**src/hw/rtl/cqe_pkg.sv**
```systemverilog
// Shared widths and codes for the circular queue engine.
package cqe_pkg;

  // Fixed field widths
  localparam int KIND_W   = 2;
  localparam int STATUS_W = 2;
  localparam int DATA_W   = 32;
  localparam int QSIZE_W  = 7;

  // Size register value after reset
  localparam logic [QSIZE_W-1:0] QSIZE_RESET = 7'd64;

  // Request kinds
  localparam logic [KIND_W-1:0] KIND_INSERT = 2'd0;
  localparam logic [KIND_W-1:0] KIND_REMOVE = 2'd1;
  localparam logic [KIND_W-1:0] KIND_DUMP   = 2'd2;

  // Result status codes
  localparam logic [STATUS_W-1:0] ST_OK    = 2'd0;
  localparam logic [STATUS_W-1:0] ST_FULL  = 2'd1;
  localparam logic [STATUS_W-1:0] ST_EMPTY = 2'd2;

endpackage

```
**src/hw/rtl/circular_queue_engine_top.sv**
```systemverilog
// Insert, remove and unused-kind results, and the first dump result, are registered and
// appear in the cycle after the request transfer (strobe result_valid). Requests are
// taken one per cycle while busy is low; a dump reads one slot of the item memory per cycle
// and holds busy high until its final result. The receiver cannot stall results.
// Reset (rst, synchronous): queue empty, head and tail at slot 0, queue_size 64; item
// memory contents are not cleared and no clearing pass is run.
module circular_queue_engine_top #(
  parameter int MAX_DEPTH  = 64,
  parameter int ITEM_WIDTH = 32
) (
  input  logic                              clk,
  input  logic                              rst,
  input  logic                              start,
  output logic                              busy,
  input  logic [cqe_pkg::KIND_W-1:0]        kind,
  input  logic signed [cqe_pkg::DATA_W-1:0] item_value,
  input  logic                              cfg_we,
  input  logic [cqe_pkg::QSIZE_W-1:0]       cfg_data,
  output logic                              result_valid,
  output logic [cqe_pkg::STATUS_W-1:0]      status,
  output logic signed [cqe_pkg::DATA_W-1:0] data_value,
  output logic                              last_of_run
);
  import cqe_pkg::*;

  localparam int AW = (MAX_DEPTH > 1) ? $clog2(MAX_DEPTH) : 1;
  localparam int CW = (AW + 1 > QSIZE_W) ? AW + 1 : QSIZE_W;
  localparam logic [AW:0] DEPTH_LIM = (AW + 1)'(MAX_DEPTH);
  localparam logic [CW-1:0] DEPTH_CMP = CW'(MAX_DEPTH);

  typedef enum logic [1:0] {
    S_IDLE = 2'b01,
    S_DUMP = 2'b10
  } state_t;

  // Item memory
  logic [ITEM_WIDTH-1:0] mem [MAX_DEPTH];
  logic [ITEM_WIDTH-1:0] rd_data;

  // Control registers
  state_t             state, state_next;
  logic [AW-1:0]      head, head_next;
  logic [AW-1:0]      tail, tail_next;
  logic               is_empty, is_empty_next;
  logic [AW-1:0]      idx, idx_next;
  logic [AW:0]        cnt, cnt_next;
  logic [QSIZE_W-1:0] queue_size;

  // Result registers
  logic                res_valid_next;
  logic [STATUS_W-1:0] res_status, res_status_next;
  logic                res_last, res_last_next;
  logic                res_mem, res_mem_next;

  // Memory access controls
  logic          wr_en, rd_en;
  logic [AW-1:0] wr_addr, rd_addr;

  logic          accept;
  logic          dump_last;
  logic [CW-1:0] qs_ext;
  logic [AW:0]   lim;
  logic [ITEM_WIDTH+DATA_W-1:0] rd_ext;

  // Step an index forward, wrapping at the number of slots in use
  function automatic logic [AW-1:0] adv(input logic [AW-1:0] i, input logic [AW:0] l);
    logic [AW:0] nxt;
    nxt = {1'b0, i} + 1'b1;
    return (nxt >= l) ? '0 : nxt[AW-1:0];
  endfunction

  // Clamp the size register to 1..MAX_DEPTH
  assign qs_ext = CW'(queue_size);
  always_comb begin
    if (queue_size == '0) begin
      lim = (AW + 1)'(1);
    end else if (qs_ext > DEPTH_CMP) begin
      lim = DEPTH_LIM;
    end else begin
      lim = qs_ext[AW:0];
    end
  end

  assign busy   = (state == S_DUMP);
  assign accept = start && !busy;

  // Request decode and queue pointer update
  always_comb begin
    state_next      = state;
    head_next       = head;
    tail_next       = tail;
    is_empty_next   = is_empty;
    idx_next        = idx;
    cnt_next        = cnt;
    res_valid_next  = 1'b0;
    res_status_next = ST_OK;
    res_last_next   = 1'b1;
    res_mem_next    = 1'b0;
    wr_en           = 1'b0;
    wr_addr         = adv(tail, lim);
    rd_en           = 1'b0;
    rd_addr         = head;
    dump_last       = 1'b1;

    if (state == S_DUMP) begin
      // Walk one slot per cycle until the tail or the slot count is reached
      rd_en          = 1'b1;
      rd_addr        = idx;
      dump_last      = (idx == tail) || (cnt + 1'b1 == lim);
      res_valid_next = 1'b1;
      res_mem_next   = 1'b1;
      res_last_next  = dump_last;
      if (dump_last) begin
        state_next = S_IDLE;
      end else begin
        idx_next = adv(idx, lim);
        cnt_next = cnt + 1'b1;
      end
    end else if (accept) begin
      res_valid_next = 1'b1;
      case (kind)
        KIND_INSERT: begin
          if (!is_empty && adv(tail, lim) == head) begin
            res_status_next = ST_FULL;
          end else begin
            wr_en         = 1'b1;
            wr_addr       = is_empty ? '0 : adv(tail, lim);
            tail_next     = wr_addr;
            is_empty_next = 1'b0;
            if (is_empty) begin
              head_next = '0;
            end
          end
        end
        KIND_REMOVE: begin
          if (is_empty) begin
            res_status_next = ST_EMPTY;
          end else begin
            rd_en        = 1'b1;
            res_mem_next = 1'b1;
            if (head == tail) begin
              head_next     = '0;
              tail_next     = '0;
              is_empty_next = 1'b1;
            end else begin
              head_next = adv(head, lim);
            end
          end
        end
        KIND_DUMP: begin
          if (is_empty) begin
            res_status_next = ST_EMPTY;
          end else begin
            rd_en         = 1'b1;
            res_mem_next  = 1'b1;
            dump_last     = (head == tail) || (lim == (AW + 1)'(1));
            res_last_next = dump_last;
            if (!dump_last) begin
              state_next = S_DUMP;
              idx_next   = adv(head, lim);
              cnt_next   = (AW + 1)'(1);
            end
          end
        end
        default: begin
          res_status_next = ST_OK;
        end
      endcase
    end

    // Empty the queue on a size write
    if (cfg_we) begin
      head_next     = '0;
      tail_next     = '0;
      is_empty_next = 1'b1;
    end
  end

  // Hold control state
  always_ff @(posedge clk) begin
    if (rst) begin
      state        <= S_IDLE;
      head         <= '0;
      tail         <= '0;
      is_empty     <= 1'b1;
      idx          <= '0;
      cnt          <= '0;
      queue_size   <= QSIZE_RESET;
      result_valid <= 1'b0;
    end else begin
      state        <= state_next;
      head         <= head_next;
      tail         <= tail_next;
      is_empty     <= is_empty_next;
      idx          <= idx_next;
      cnt          <= cnt_next;
      result_valid <= res_valid_next;
      if (cfg_we) begin
        queue_size <= cfg_data;
      end
    end
  end

  // Register result fields
  always_ff @(posedge clk) begin
    res_status <= res_status_next;
    res_last   <= res_last_next;
    res_mem    <= res_mem_next;
  end

  // Item memory: one write port, one registered read port
  always_ff @(posedge clk) begin
    if (wr_en) begin
      mem[wr_addr] <= ITEM_WIDTH'({{ITEM_WIDTH{1'b0}}, item_value});
    end
    if (rd_en) begin
      rd_data <= mem[rd_addr];
    end
  end

  // Drive result ports; stored items are zero-extended or cut to 32 bits
  assign rd_ext      = {{DATA_W{1'b0}}, rd_data};
  assign status      = res_status;
  assign last_of_run = res_last;
  assign data_value  = res_mem ? $signed(rd_ext[DATA_W-1:0]) : '0;

  // Every non-dump transfer gives a result in the next cycle
  a_single_result: assert property (@(posedge clk) disable iff (rst)
    (accept && kind != KIND_DUMP) |=> result_valid)
    else $error("missing result after request transfer");

  // A dump walk emits a result in every cycle
  a_dump_streams: assert property (@(posedge clk) disable iff (rst)
    busy |=> result_valid)
    else $error("dump walk skipped a cycle");

  // Leaving the dump walk coincides with the final result
  a_dump_ends: assert property (@(posedge clk) disable iff (rst)
    (!$past(rst) && $fell(busy)) |-> (result_valid && last_of_run))
    else $error("dump ended without last_of_run");

  // An empty queue keeps both pointers at slot zero
  a_empty_ptrs: assert property (@(posedge clk) disable iff (rst)
    is_empty |-> (head == '0 && tail == '0))
    else $error("empty queue with nonzero pointers");

  // A dump only starts on a nonempty queue
  a_dump_nonempty: assert property (@(posedge clk) disable iff (rst)
    (!busy && state_next == S_DUMP) |-> !is_empty)
    else $error("dump walk started on empty queue");

endmodule
```
**config.mk**
```make
export PLATFORM = sky130hd
export DESIGN_NAME = circular_queue_engine_top
export DESIGN_NICKNAME = d
export VERILOG_FILES = /design/src/hw/rtl/cqe_pkg.sv /design/src/hw/rtl/circular_queue_engine_top.sv
export SDC_FILE = /design/constraint.sdc
export NUM_CORES = 2
export LEC_CHECK = 0
export BUFFER_PORTS_ARGS = -buffer_cell sky130_fd_sc_hd__buf_4
export CAP_MARGIN = 40
export CORE_UTILIZATION = 49
export DETAILED_ROUTE_END_ITERATION = 12
export PLACE_DENSITY = 0.61
export SYNTH_ARGS = -nofsm -noshare
export SYNTH_HDL_FRONTEND = slang
export SYNTH_SLANG_ARGS = --single-unit
```
**constraint.sdc**
```tcl
create_clock -name clk -period 12.1 [get_ports clk]
set_input_delay 0.605 -clock clk [delete_from_list [all_inputs] [get_ports clk]]
set_output_delay 0.605 -clock clk [all_outputs]
set_load 0.05 [all_outputs]
```
==> impl_metrics.json <==
{
  "outcome": "completed",
  "share_of_the_clock_period_used_by_the_worst_path_after_layout_pct": 44.4,
  "synth_top_area_cell": "edfxtp_1",
  "grt_setup_unrepaired": "false",
  "compound_gate_portion_of_the_synthesized_area_pct": 1.60,
  "ff2ff_setup_slack_ns": 6.73,
  "synth-main-ff-cell": "edfxtp_1",
  "crit_path_max_fanout": 45,
  "place_congestion": 0.892,
  "finalSetupViolCount": 0,
  "power-per-cell-area_nw_per_um2": 157,
  "post_place_cells": 5917,
  "cts_inserted_buffers": 209,
  "core_region_area_sq_um": 167000,
  "post_synth_fa_ha_maj_area_fraction_pct": 0.441,
  "gr-usage-all-layers_pct": 25.3,
  "ios": 82,
  "worst_path_largest_cell_delay_ns": 0.71,
  "timing_hold_violations_final": 0,
  "route.antenna.remaining_nets": 0,
  "hold_path_end": "result_valid$_SDFF_PP0_",
  "synth.distinct_cells": 57,
  "muxShareOfSynthArea_pct": 17.3,
  "fp.dieH_um": 412,
  "maximum_number_of_pins_on_one_net_before_global_route_repair": 109,
  "detail_route.vias_per_cell": 6.23,
  "main_combinational_cell_family_by_area_after_synthesis": "multiplexers",
  "post-dp-hpwl_um": 118000,
  "reg2reg_depth": 15,
  "netlist_area_sq_um": 82300,
  "standard_cell_rows": 150,
  "timing.hold.ws_ns": 0.0814,
  "finalClockSkew_ns": 0.0416,
  "setup_total_negative_slack_ns": 0,
  "post-route-drc-count": 0,
  "routedWlPerCell_um": 33.4,
  "edff_count_synth": 2080,
  "startpoint_type": "flop",
  "dr_total_vias": 39400,
  "clk_transition_reported_paths_ns": 0.06,
  "maxSlewViolCount": 0,
  "r2r-start": "tail[0]$_SDFFE_PP0P_",
  "cp_common_cell": "and3_1",
  "worst_ep_arrival_time_ns": 5.92,
  "hold_path.startpoint": "start",
  "worst_hold_path.num_cells": 3,
  "postPlaceCellArea_sq_um": 86400,
  "final.fill_count": 12400,
  "post_route_cells_drive_above_1_share_pct": 26.9,
  "critical_path.endpoint_type": "flop",
  "layout_min_cycle_time_ns": 5.37,
  "cp.buffers_inverters": 3,
  "final_cell_area_sq_um": 93300,
  "design.die.area_sq_um": 170000,
  "worstReg2RegEnd": "mem[57][27]$_DFFE_PP_",
  "postSynthAreaPerCell_sq_um": 22.2,
  "grt_pass1_vias": 39300,
  "seq_area_frac_synth_pct": 76.8,
  "post_synthesis_simple_gate_area_fraction_pct": 2.06,
  "drv_cap": 0,
  "drt_first_pass_iters": 5,
  "overflow": 0,
  "timing.hold.worst.class": "in -> reg",
  "power.leakage_nw": 31.7,
  "tritoncts": "yes",
  "multiInputGateArea_sq_um": 18400,
  "sequential_cell_area_sq_um": 63300,
  "initial_utilization_pct": 49.3,
  "synth-warning-count": 0,
  "fmaxAchievable_mhz": 186,
  "max-vdd-ir-drop_mv": 0.167,
  "worstMarginPinSlew_ns": 0.963,
  "synthCells": 3702,
  "ys_top_cells_by_area": "edfxtp_1 (76%), mux4_2 (14%), mux2i_1 (3.3%)",
  "ctsLongestPathBuffers": 3,
  "cells_along_the_critical_path": "and3_1 -> nand3_1 -> xor2_1 -> inv_1 -> ha_1 -> nand4_1 -> and3_1 -> o21ai_1 -> nor3_1 -> a211o_1 -> and3_2 -> buf_4 -> or3_1 -> nor2_4 -> buf_16",
  "critical-path-top-delay-family": "simple AND/OR/NAND/NOR gates",
  "clock-root-buffer": "clkbuf_16",
  "critical-path-slowest-cell": "dfxtp_1",
  "fin_cells": 6326,
  "clkLatencyLatePin_ns": 0.88,
  "clock_sinks": 2120,
  "worstSetupPathType": "reg -> reg",
  "placement.io_buffers": 81,
  "drt_iter0_drc": 4226,
  "grt_antenna_before_repair": 38,
  "required_time_at_the_endpoint_of_the_critical_path_ns": 12.65,
  "async_flop_share_pct": 0,
  "number_of_nets_produced_by_synthesis": 3776,
  "synth-seq-cells": 2120,
  "area.growth.synth_to_final_pct": 13.3,
  "wire_length_of_the_first_global_routing_pass_um": 297000,
  "timing.slew.headroom_pct": 35.8,
  "resized_after_cts": 0,
  "floorplan_die_width_um": 412,
  "synth_top_area_share_pct": 75.9,
  "cts.htree.levels": 4,
  "number_of_nets_in_the_finished_design": 4008,
  "routed_wirelength_um": 211000,
  "fraction_of_synthesized_cell_area_in_xor_and_xnor_cells_pct": 0.377
}
## timing repair
item / CTS / global route
setup buffers: 0 / 0
hold buffers: 7 / 0
setup endpoints to repair: 0 / 0
hold endpoints to repair: 7 / 0
## cell usage after synthesis, types with 4 or more instances
| cell type | instances |
|---|---|
| buf_1 | 26 |
| nor4_1 | 16 |
| nand2_1 | 48 |
| or4_1 | 33 |
| nor3_1 | 36 |
| nand4_1 | 9 |
| a21oi_1 | 16 |
| a21o_1 | 7 |
| mux2i_1 | 273 |
| buf_2 | 67 |
| clkbuf_1 | 79 |
| buf_4 | 6 |
| a22oi_1 | 4 |
| nor2_1 | 57 |
| a32o_1 | 5 |
| mux4_2 | 512 |
| buf_6 | 27 |
| xor2_1 | 17 |
| nand3_1 | 24 |
| dfxtp_1 | 40 |
| inv_1 | 12 |
| and2_1 | 34 |
| xnor2_1 | 14 |
| nor2b_1 | 5 |
| edfxtp_1 | 2080 |
| ha_1 | 29 |
| o22ai_1 | 131 |
| or3_1 | 10 |
| nand3b_1 | 6 |
| and3_1 | 11 |
| nand2b_1 | 12 |
| nor3b_1 | 4 |
| a211oi_1 | 4 |
| o21ai_0 | 13 |
| or2_2 | 7 |
## kinds of logic after synthesis
logic type,count (synthesis)
AOI/OAI and AO/OA,202
xor gates and xnor gates,33
buffers and inverters,218
adders and majority gates,29
DFF,2120
muxes,785
and+or+nand+nor,315
## layer usage
layer	vias up	global-route usage, %	part of all wire [%]
li1	16200	-	-
met1	21200	34.9	40
met2	1695	39.5	48
met3	332	6.97	9.6
met4	16	7.71	2.9
met5	-	0	0.049
## how the worst max path moves through the flow
stage                          from  cells after the start  slack, ns               endpoint
2_1_floorplan  tail[4]$_SDFFE_PP0P_                     16       5.57   mem[46][0]$_DFFE_PP_
3_3_place_gp   tail[0]$_SDFFE_PP0P_                     14       6.57  mem[61][30]$_DFFE_PP_
3_5_place_dp   tail[0]$_SDFFE_PP0P_                     14       6.83  mem[57][27]$_DFFE_PP_
4_1_cts        tail[0]$_SDFFE_PP0P_                     15       6.81  mem[57][29]$_DFFE_PP_
5_1_grt        tail[0]$_SDFFE_PP0P_                     14       6.42  mem[57][30]$_DFFE_PP_
6_report       tail[0]$_SDFFE_PP0P_                     15       6.73  mem[57][27]$_DFFE_PP_
## where the power goes
part / internal [mW] / switching, mW / total, mW
registers: 8.06 / 0.00313 / 8.06
logic: 0.0239 / 0.162 / 0.185
clock network: 3.61 / 2.78 / 6.38
total: 11.7 / 2.94 / 14.6
## cells in the final DEF, fill, tap and decap left out, drive strengths merged, types with 6 or more instances in the layout
cell type    count
xnor2           15
nand3b           6
nor4            16
diode            8
xor2            17
mux4           512
a21o             7
nand2           48
clkbuf         264
and2            34
ha              29
dfxtp           40
nand2b          12
nor3            36
and3            11
o21ai           15
nand4            9
bufinv          17
or2              7
inv             19
nor2            57
a21oi           17
buf            218
or4             33
edfxtp        2080
o22ai          131
nand3           24
dlygate4sd3      7
or3             10
clkinv          99
mux2i          273
## sequential cells by signal, indices dropped and copies added, names as in the netlist, 2 cells and up
signal,cells
cnt,7
head,6
idx,6
mem,2048
qs_ext,7
rd_data,32
state,2
status,2
tail,6
## worst reg2reg max path: stages, from the launching register on
cell	delay [ns]
dfxtp_1	0.71
and3_1	0.26
nand3_1	0.18
xor2_1	0.31
inv_1	0.17
ha_1	0.34
nand4_1	0.11
and3_1	0.19
o21ai_1	0.35
nor3_1	0.15
a211o_1	0.27
and3_2	0.17
buf_4	0.32
or3_1	0.66
nor2_4	0.60
buf_16	0.25
## area by class of cell
type	instances	area share (%)
Multi-Input combinational cell	1364	19.7
Clock inverter	127	1.36
Inverter	13	0.0523
Sequential cell	2120	67.8
Clock buffer	264	5.92
Tap cell	2204	2.96
Antenna cell	8	0.0215
Timing Repair Buffer	226	2.14
## per-stage QoR
stage	setup WS (ns)	util, %	power [mW]
6_report	6.73	55.8	14.6
5_1_grt	6.42	55.8	15.0
4_1_cts	6.81	55.8	14.8
3_5_place_dp	6.83	51.7	8.41
3_3_place_gp	6.57	51.4	8.40
2_1_floorplan	5.57	-	8.25
No activity file was read; power rests on OpenSTA's default activity.
